File: src/hdl/somr_pkg.sv
// ----------------------------------------------------------------------------
// somr_pkg
// Shared widths and defaults for the spiral order matrix reorder block.
// ----------------------------------------------------------------------------
`default_nettype none

package somr_pkg;

  // Default matrix capacity and stored element width.
  localparam int MAX_SIDE_DEF      = 8;
  localparam int ELEMENT_WIDTH_DEF = 32;

  // Fixed port widths.
  localparam int VALUE_W = 32;
  localparam int COORD_W = 3;
  localparam int SIZE_W  = 4;

  // Side length after reset.
  localparam logic [SIZE_W-1:0] SIZE_RESET = 4'd8;

endpackage

`default_nettype wire

File: src/hdl/spiral_order_matrix_reorder_top.sv
// ----------------------------------------------------------------------------
// spiral_order_matrix_reorder_top
// Loads a square matrix in row-major order and replays it in clockwise spiral
// order.
// ----------------------------------------------------------------------------
// Usage:
//   Input channel (in_valid / in_ready / element_value) takes one element per
//   request, row-major. Output channel (out_valid / out_ready) gives one
//   request per element with out_value, out_row, out_column and run_end,
//   which marks the last element of a spiral.
//   matrix_size_we / matrix_size set the side length (values above MAX_SIDE
//   act as MAX_SIDE, zero swallows inputs with no output) and restart the
//   load at the first element. Write it only while the block is idle.
// Timing:
//   Elements load one per cycle while in_ready is high. Once the last
//   element of a matrix is accepted, each spiral element is read from the
//   element memory into a read register and then moved to the output
//   register, one per cycle while out_ready is high, paced by the single
//   read port of that memory. in_ready is low while the spiral addresses
//   are read; loading the next matrix overlaps draining the last outputs.
// Reset and stalls:
//   Reset clears the load position and pipeline and sets the side to 8; the
//   memory is not cleared. When out_ready is low while out_valid is high, the
//   output and one read result are held and the spiral walk pauses.
// ----------------------------------------------------------------------------
`default_nettype none

module spiral_order_matrix_reorder_top #(
  parameter int MAX_SIDE      = somr_pkg::MAX_SIDE_DEF,
  parameter int ELEMENT_WIDTH = somr_pkg::ELEMENT_WIDTH_DEF
) (
  input  wire logic                               clk,
  input  wire logic                               rst,
  input  wire logic                               matrix_size_we,
  input  wire logic [somr_pkg::SIZE_W-1:0]        matrix_size,
  input  wire logic                               in_valid,
  output logic                                    in_ready,
  input  wire logic [somr_pkg::VALUE_W-1:0]       element_value,
  output logic                                    out_valid,
  input  wire logic                               out_ready,
  output logic [somr_pkg::VALUE_W-1:0]            out_value,
  output logic [somr_pkg::COORD_W-1:0]            out_row,
  output logic [somr_pkg::COORD_W-1:0]            out_column,
  output logic                                    run_end
);

  localparam int IW    = (MAX_SIDE > 1) ? $clog2(MAX_SIDE) : 1;
  localparam int DEPTH = MAX_SIDE * MAX_SIDE;
  localparam int AW    = (DEPTH > 1) ? $clog2(DEPTH) : 1;
  localparam int SW    = (ELEMENT_WIDTH < somr_pkg::VALUE_W) ? ELEMENT_WIDTH
                                                              : somr_pkg::VALUE_W;
  localparam logic [AW-1:0] SIDE_A = AW'(MAX_SIDE);
  localparam logic [somr_pkg::SIZE_W-1:0] SIDE_MAX = somr_pkg::SIZE_W'(MAX_SIDE);

  // Walk directions.
  localparam logic [1:0] DIR_RIGHT = 2'd0;
  localparam logic [1:0] DIR_DOWN  = 2'd1;
  localparam logic [1:0] DIR_LEFT  = 2'd2;
  localparam logic [1:0] DIR_UP    = 2'd3;

  // Element memory, one word per matrix position at row*MAX_SIDE+column.
  logic [SW-1:0] mem [DEPTH];

  logic [somr_pkg::SIZE_W-1:0] size_reg;
  logic [somr_pkg::SIZE_W-1:0] side_n;
  logic [IW-1:0]               side_last;

  logic [IW-1:0] load_row, load_col;
  logic          in_take, load_done;
  logic [AW-1:0] wr_addr;

  logic          emitting;
  logic [IW-1:0] top, bottom, row, col;
  logic [1:0]    dir;
  logic [IW-1:0] top_next, bottom_next, row_next, col_next;
  logic [1:0]    dir_next;
  logic          ring_done, ring_last, single, is_last;
  logic [IW:0]   top_p1;

  logic          rd_en, rd_valid, move;
  logic [AW-1:0] rd_addr;
  logic [SW-1:0] rd_data;
  logic [IW-1:0] rd_row, rd_col;
  logic          rd_last;

  // Side length actually in use.
  always_comb begin
    side_n    = (size_reg > SIDE_MAX) ? SIDE_MAX : size_reg;
    side_last = IW'(side_n - somr_pkg::SIZE_W'(1));
  end

  // Load side: row-major write position.
  assign in_ready  = !emitting;
  assign in_take   = in_valid && in_ready && (side_n != '0);
  assign load_done = (load_col == side_last) && (load_row == side_last);
  assign wr_addr   = AW'(load_row) * SIDE_A + AW'(load_col);

  always_ff @(posedge clk) begin
    if (in_take) begin
      mem[wr_addr] <= element_value[SW-1:0];
    end
  end

  always_ff @(posedge clk) begin
    if (rst) begin
      size_reg <= somr_pkg::SIZE_RESET;
      load_row <= '0;
      load_col <= '0;
    end else if (matrix_size_we) begin
      size_reg <= matrix_size;
      load_row <= '0;
      load_col <= '0;
    end else if (in_take) begin
      if (load_col == side_last) begin
        load_col <= '0;
        load_row <= load_done ? '0 : load_row + IW'(1);
      end else begin
        load_col <= load_col + IW'(1);
      end
    end
  end

  // Next spiral position from the current one and the ring bounds.
  always_comb begin
    top_p1      = {1'b0, top} + (IW+1)'(1);
    single      = (top == bottom);
    ring_last   = ({1'b0, bottom} == top_p1);
    ring_done   = 1'b0;
    top_next    = top;
    bottom_next = bottom;
    row_next    = row;
    col_next    = col;
    dir_next    = dir;
    unique case (dir)
      DIR_RIGHT: begin
        if (col == bottom) begin
          dir_next = DIR_DOWN;
          row_next = row + IW'(1);
        end else begin
          col_next = col + IW'(1);
        end
      end
      DIR_DOWN: begin
        if (row == bottom) begin
          dir_next = DIR_LEFT;
          col_next = col - IW'(1);
        end else begin
          row_next = row + IW'(1);
        end
      end
      DIR_LEFT: begin
        if (col == top) begin
          if (ring_last) begin
            ring_done = 1'b1;
          end else begin
            dir_next = DIR_UP;
            row_next = row - IW'(1);
          end
        end else begin
          col_next = col - IW'(1);
        end
      end
      DIR_UP: begin
        if ({1'b0, row} == top_p1) begin
          ring_done = 1'b1;
        end else begin
          row_next = row - IW'(1);
        end
      end
      default: begin
        ring_done = 1'b1;
      end
    endcase
    if (ring_done) begin
      top_next    = top + IW'(1);
      bottom_next = bottom - IW'(1);
      row_next    = top + IW'(1);
      col_next    = top + IW'(1);
      dir_next    = DIR_RIGHT;
    end
    is_last = single || (ring_done && ring_last);
  end

  // Read issue: while the walk is active, a new read goes out when the read result slot is free or being emptied.
  assign move    = rd_valid && (!out_valid || out_ready);
  assign rd_en   = emitting && (!rd_valid || move);
  assign rd_addr = AW'(row) * SIDE_A + AW'(col);

  // Spiral walk control.
  always_ff @(posedge clk) begin
    if (rst) begin
      emitting <= 1'b0;
    end else if (in_take && load_done) begin
      emitting <= 1'b1;
    end else if (rd_en && is_last) begin
      emitting <= 1'b0;
    end
  end

  always_ff @(posedge clk) begin
    if (in_take && load_done) begin
      top    <= '0;
      bottom <= side_last;
      row    <= '0;
      col    <= '0;
      dir    <= DIR_RIGHT;
    end else if (rd_en) begin
      top    <= top_next;
      bottom <= bottom_next;
      row    <= row_next;
      col    <= col_next;
      dir    <= dir_next;
    end
  end

  // Registered memory read with its position and end mark.
  always_ff @(posedge clk) begin
    if (rd_en) begin
      rd_data <= mem[rd_addr];
      rd_row  <= row;
      rd_col  <= col;
      rd_last <= is_last;
    end
  end

  always_ff @(posedge clk) begin
    if (rst) begin
      rd_valid <= 1'b0;
    end else if (rd_en) begin
      rd_valid <= 1'b1;
    end else if (move) begin
      rd_valid <= 1'b0;
    end
  end

  // Output register.
  always_ff @(posedge clk) begin
    if (rst) begin
      out_valid <= 1'b0;
    end else if (move) begin
      out_valid <= 1'b1;
    end else if (out_ready) begin
      out_valid <= 1'b0;
    end
  end

  always_ff @(posedge clk) begin
    if (move) begin
      out_value  <= somr_pkg::VALUE_W'(rd_data);
      out_row    <= somr_pkg::COORD_W'(rd_row);
      out_column <= somr_pkg::COORD_W'(rd_col);
      run_end    <= rd_last;
    end
  end

endmodule

`default_nettype wire

File: config.mk
export PLATFORM = sky130hd
export DESIGN_NAME = spiral_order_matrix_reorder_top
export DESIGN_NICKNAME = d
export VERILOG_FILES = /design/src/hdl/somr_pkg.sv /design/src/hdl/spiral_order_matrix_reorder_top.sv
export SDC_FILE = /design/constraint.sdc
export NUM_CORES = 2
export LEC_CHECK = 0
export BUFFER_PORTS_ARGS = -buffer_cell sky130_fd_sc_hd__buf_2
export CAP_MARGIN = 30
export CORE_ASPECT_RATIO = 1.25
export CORE_MARGIN = 2
export CORE_UTILIZATION = 40
export CTS_CLUSTER_DIAMETER = 50
export DETAILED_ROUTE_END_ITERATION = 8
export PLACE_DENSITY = 0.57
export SLEW_MARGIN = 25
export SYNTH_ARGS = -nofsm -noshare
export SYNTH_HDL_FRONTEND = slang
export SYNTH_SLANG_ARGS = --single-unit
File: constraint.sdc
create_clock -name clk -period 3.9 [get_ports clk]
set_clock_uncertainty 0.1 [all_clocks]
set_input_delay 0.39 -clock clk [delete_from_list [all_inputs] [get_ports clk]]
set_output_delay 0.39 -clock clk [all_outputs]
set_load 0.1 [all_outputs]
Yosys cells after proc, flatten, opt, wreduce, memory -nomap -nowiden:

Memories as Yosys holds them, arrays and structs flattened. A register that Yosys moved wholly into a read port is not among the register bits.
Index checks and enable logic that the tools add are counted.
W data, S select, Z words.

* magnitude comparators: 1
* muxes and demuxes: 36
* add/sub/neg operators: 12
* equal/unequal tests: 19
* reductions and logical operators: 29

Operator list (number)
* $mux W3: 15
* $ne A3 B3 Y1 const B: 8
* $eq A3 B3 Y1: 6
* $add A3 B1 Y3 const B: 5
* $add A6 B3 Y6: 2
* $pmux W3 S4: 1
* $reduce_and A6 Y1: 2
* $sub A3 B1 Y3 const B: 4
* $mux W1: 11
* $mux W2: 5
* $reduce_bool A2 Y1: 5
* $pmux W3 S3: 1
* $eq A3 B4 Y1: 2
* $logic_and A1 B1 Y1: 8
* $reduce_bool A4 Y1: 2
* $pmux W2 S3: 1
* $reduce_and A2 Y1: 3
* $reduce_and A5 Y1: 1
* $add A3 B1 Y4 const B: 1
* $eq A2 B2 Y1 const B: 2
* $gt A4 B4 Y1 const B: 1
* $mux W4: 1
* $logic_not A1 Y1: 3
* $logic_or A1 B1 Y1: 3
* other kinds (4): 4

* bits of input ports: 41
* output and inout port bits: 41
* register bits: 73
* word-level logic and storage cells: 116
* bits in writable memories: 2048
* memories kept: 1

Memories
* mem: words 64, width 32, rd ports 1, clocked after memory_dff 1, write ports 1, line spiral_order_matrix_reorder_top.sv:62 `logic [SW-1:0] mem [DEPTH];`

Depth between registers and ports, before layout:

* word-level depth: 10
* depth in mapped cells: 9
* gate-level depth less buffers: 8

Worst setup path before layout:

OpenSTA, ideal clock, no wires.

* path kind: reg2reg
* start point: reg out_valid
* end point: reg out_column[0] (netlist bit) (enable)
* data required time: 3.305 ns
* cell stages (with the launch flop): 2
* arrival: 3.665 ns
* clock period less this slack: 4.260 ns
* setup time: 0.495 ns
* slack: -0.360 ns
* buffers on the path: 0
* path through: dfxtp_1 -> a21boi_0

* longest elaborated chain between the ends: 3

Ends and longest elaborated chain
* start, declared: line spiral_order_matrix_reorder_top.sv:39 `output logic out_valid,`
* start signal, assigned: line spiral_order_matrix_reorder_top.sv:239 `out_valid <= 1'b0;`
* start signal, assigned: line spiral_order_matrix_reorder_top.sv:241 `out_valid <= 1'b1;`
* start signal, assigned: line spiral_order_matrix_reorder_top.sv:243 `out_valid <= 1'b0;`
* $logic_not A1 Y1: line spiral_order_matrix_reorder_top.sv:185 `assign move = rd_valid && (!out_valid || out_ready);`
* $logic_or A1 B1 Y1: line spiral_order_matrix_reorder_top.sv:185
* $logic_and A1 B1 Y1: line spiral_order_matrix_reorder_top.sv:185
* net move: line spiral_order_matrix_reorder_top.sv:80 `logic rd_en, rd_valid, move;`
* end signal, assigned: line spiral_order_matrix_reorder_top.sv:251 `out_column <= somr_pkg::COORD_W'(rd_col);`
* end, declared: line spiral_order_matrix_reorder_top.sv:43 `output logic [somr_pkg::COORD_W-1:0] out_column,`

The timed path passes the listed nets, and every way through them passes these cells.
A chain may end at the register's enable or synchronous reset.

Worst setup path after layout:

* start point: reg col[0]
* end point: reg rd_data[23] (read register of mem), data pin

* longest elaborated chain between the ends: 1

Ends and longest elaborated chain
* start, declared: line spiral_order_matrix_reorder_top.sv:73 `logic [IW-1:0] top, bottom, row, col;`
* start signal, assigned: line spiral_order_matrix_reorder_top.sv:211 `col <= col_next;`
* $add A6 B3 Y6: line spiral_order_matrix_reorder_top.sv:187 `assign rd_addr = AW'(row) * SIDE_A + AW'(col);`
* end, declared: line spiral_order_matrix_reorder_top.sv:82 `logic [SW-1:0] rd_data;`

No other way between the ends.

==> Flow_metrics.wiki <==
{| class="wikitable"
! Metric !! Value
|-
| Status || completed
|-
| Area after detailed placement || approximately 0.088 sq mm
|-
| Power per unit of standard cell area || 508 mW/mm^2
|-
| GRT Overall Usage || 20.6%
|-
| Net Count, Synth || about 3,400
|-
| Commonest non-fill, non-tap cell in the layout || edfxtp_1
|-
| Wire length of the first global-routing pass || 301 mm
|-
| First-iteration detailed-routing DRC count || 4,160
|-
| Flip-flop count of the largest register, all copies and words added || 2,048
|-
| Placeable core region || 0.204 sq mm
|-
| Critical path data arrival time || approximately 4.0 ns
|-
| Aggregate global routing overflow || 0
|-
| Via count of the first global-routing pass || about 39,000
|-
| M2 GR Usage || 34.9%
|-
| LEAKAGE || 28.9 nW
|-
| Drc violations || 0
|-
| Area growth from synthesis to layout || 15.9%
|-
| Number of fill cells in the layout || 16,624
|-
| Via/cell ratio || 5.75
|-
| Maximum number of pins on one net before global-route repair || 65
|-
| Count of standard-cell rows || 185
|-
| Most common flop cell mapped by yosys || edfxtp_1
|-
| Routed wire length per instance || around 32 um
|-
| Antenna violations before repair || 5
|-
| Netlist cell types || 57
|-
| Worst-Margin Slew || 0.819 ns
|-
| Via total after detailed routing || 37,939
|-
| Drt pass-1 iters || 5
|-
| Gate power share || 7.6%
|-
| Summed instance area of the synthesized netlist || 0.0821 sq mm
|-
| Worst slew margin || 45.4%
|-
| Switching share of total power || 21.9%
|-
| Clock network power share || between 30% and 40%
|-
| Setup Viol. Count Final || 0
|-
| Per-instance average area after synthesis || 24.5 sq um
|-
| H-tree level count || 4
|-
| Net count of the finished layout || ~3,800
|-
| Met1 Resource Use GR || 27.5%
|-
| Cell type with the highest aggregate area in the netlist || edfxtp_1
|-
| Number of clock sinks seen by CTS || about 2,200
|-
| Sequential cell fraction of total power || 52.9%
|-
| Number of enable flip-flop cells after synthesis || 2,129
|-
| # port buffers || 81
|-
| Antenna-violating nets left || 0
|-
| Number of top-level design ports || 82
|-
| Async S/R FF share, synth || 0%
|-
| Number of cells produced by synthesis || 3,351
|-
| Clk_lat worst skew || 0.84 ns
|-
| Post-CTS clock slew at the launch and capture registers of the worst setup and hold paths || 0.06 ns
|-
| Global placer's final weighted congestion || between 0.7 and 0.8
|-
| Resize count post-CTS || 0
|-
| Required time at the worst-slack endpoint || between 4 and 5 ns
|-
| Met3 demand-to-capacity share in global routing || 3.32%
|-
| Cts bufs inserted || 199
|-
| Number of buffers on the longest clock path || 3
|-
| Die area || 0.209 sq mm
|-
| Final hold vios || 0
|-
| Kind of path behind the tightest hold check || input port to flop
|-
| # Max-Cap Violations || 0
|-
| Number of cells in the design after placement || 6,185
|-
| Largest regs || mem x2048, out_value x32, rd_data x32
|-
| Sum of net half-perimeters after detailed placement || 124 mm
|-
| Area share of the largest cell type after synthesis || 77.9%
|-
| Critical Path End Type || flop
|-
| Initial Util || 40.3%
|-
| Most used routing layer in global routing || met2
|-
| Synthesis-stage register bit count || 2,153
|-
| Final critical-path required period || 3.49 ns
|-
| Commonest non-fill, non-tap cells in the layout || 2,129 x edfxtp_1, 640 x mux4_2, 200 x clkbuf_16, 151 x buf_4, 84 x buf_12
|-
| Switching power || about 0.011 W
|-
| Period utilisation layout || between 80% and 90%
|-
| Wire length after detailed routing || 214 mm
|-
| Internal || 0.0378 W
|-
| Worst-path fanout max || 43
|-
| CTS tree || built
|-
| Final max-slew violation count || 0
|-
| Count of buffers added by post-CTS timing repair for setup || 0
|-
| Master cell of the clock root buffer || clkbuf_16
|-
| Final Cell Area || around 0.095 sq mm
|-
| Die outline width || 409 um
|-
| Critical setup path kind || flop to flop
|-
| Post-route insts no fill || between 6,000 and 7,000
|-
| Setup repair after global routing missed its margin || no
|-
| Synth top area cells || edfxtp_1 78%, mux4_2 18%, dfxtp_1 0.59%, nor2_1 0.41%, clkbuf_1 0.37%
|-
| YS warnings || 0
|-
| Sequential cell area fraction in the yosys report || 78.5%
|-
| Top reg by flops || mem
|-
| Worst ir drop on vdd || ~0.55 mV
|-
| Fraction of layout instances using a drive strength above 1 || 33.9%
|-
| Startpoint type of the worst setup path || flop
|-
| Chip Height || 511 um
|-
| Highest achievable clock rate || 286 MHz
|}
[power by group through the flow]
stage,Combinational (W),Clock [W],Sequential [W]
6_report,0.00367,0.0191,0.0256
3_3_place_gp,0.00363,0,0.0261
3_5_place_dp,0.00369,0,0.0261
5_1_grt,0.00391,0.0203,0.0256
4_1_cts,0.00372,0.0195,0.0256
2_1_floorplan,0.00231,0,0.0260
[cell families after synthesis]
family	after synthesis	share of synthesized area [%]
fa+ha+maj	11	0.186
compound gates	96	0.832
simple gates	202	1.16
buf+inv	191	1.10
mux	668	17.9
xor+xnor	30	0.372
flops	2153	78.5
[final timing paths]
kind         depth (start not counted)               endpoint  slack [ns]                 from
max                                  6  rd_data[23]$_DFFE_PP_        0.41  col[0]$_SDFFE_PP0P_
min                                  1   mem[26][1]$_DFFE_PP_        0.01     element_value[1]
max reg2reg                          6  rd_data[23]$_DFFE_PP_        0.41  col[0]$_SDFFE_PP0P_
min reg2reg                          0   out_row[0]$_DFFE_PP_        0.32  rd_row[0]$_DFFE_PP_
[layer usage]
metal  up-vias  part of all wire [%]
met5         -                0.0075
met4         2                   3.0
met3       286                   5.8
met2      1315                    51
met1     21127                    40
li1      15209                     -
[worst max-delay path, cell delays in order, from the launching register on]
cell and delay, ns:
dfxtp_4 0.76, buf_4 0.27, buf_12 0.32, mux4_2 0.56, mux4_2 0.48, a22oi_1 0.58
nand2_1 0.10
[layout make-up]
class                           instances  area [sq um]  area share [%]
Antenna cell                            2          5.00         0.00526
Clock buffer                          238          5170            5.43
Multi-Input combinational cell       1007         17300            18.2
Timing Repair Buffer                  345          3630            3.81
Inverter                               13          48.8          0.0513
Sequential cell                      2153         64400            67.7
Tap cell                             2711          3390            3.56
Clock inverter                        134          1200            1.26
[cell usage after synthesis (12+ instances only)]
| cell type | n |
|---|---|
| a21oi_1 | 20 |
| buf_1 | 25 |
| nor2b_1 | 13 |
| mux4_2 | 640 |
| mux2i_1 | 26 |
| nand3_1 | 17 |
| buf_2 | 55 |
| dfxtp_1 | 24 |
| a22oi_1 | 33 |
| and2_1 | 12 |
| buf_6 | 14 |
| edfxtp_1 | 2129 |
| nand2_1 | 35 |
| a211oi_1 | 16 |
| clkbuf_1 | 81 |
| xnor2_1 | 13 |
| inv_1 | 12 |
| nor2_1 | 89 |
| xor2_1 | 14 |
[what timing repair did]
item | CTS | global route
setup endpoints to repair | 0 | 0
endpoints found under the hold margin | 343 | 275
hold buffers | 29 | 14
[stage by stage]
| stage | utilization, % | hold slack [ns] | setup TNS [ns] | total power, W | setup WS [ns] |
|---|---|---|---|---|---|
| 2_1_floorplan | - | 0.300 | -8.75 | 0.0283 | -0.0374 |
| 3_3_place_gp | 43.2 | 0.302 | 0 | 0.0297 | 0.321 |
| 3_5_place_dp | 43.4 | 0.305 | 0 | 0.0298 | 0.291 |
| 4_1_cts | 46.6 | 0.0991 | 0 | 0.0488 | 0.321 |
| 5_1_grt | 46.7 | 0.00368 | 0 | 0.0498 | 0.288 |
| 6_report | 46.7 | 0.0121 | 0 | 0.0484 | 0.406 |
(Power assumes the default switching activity.)
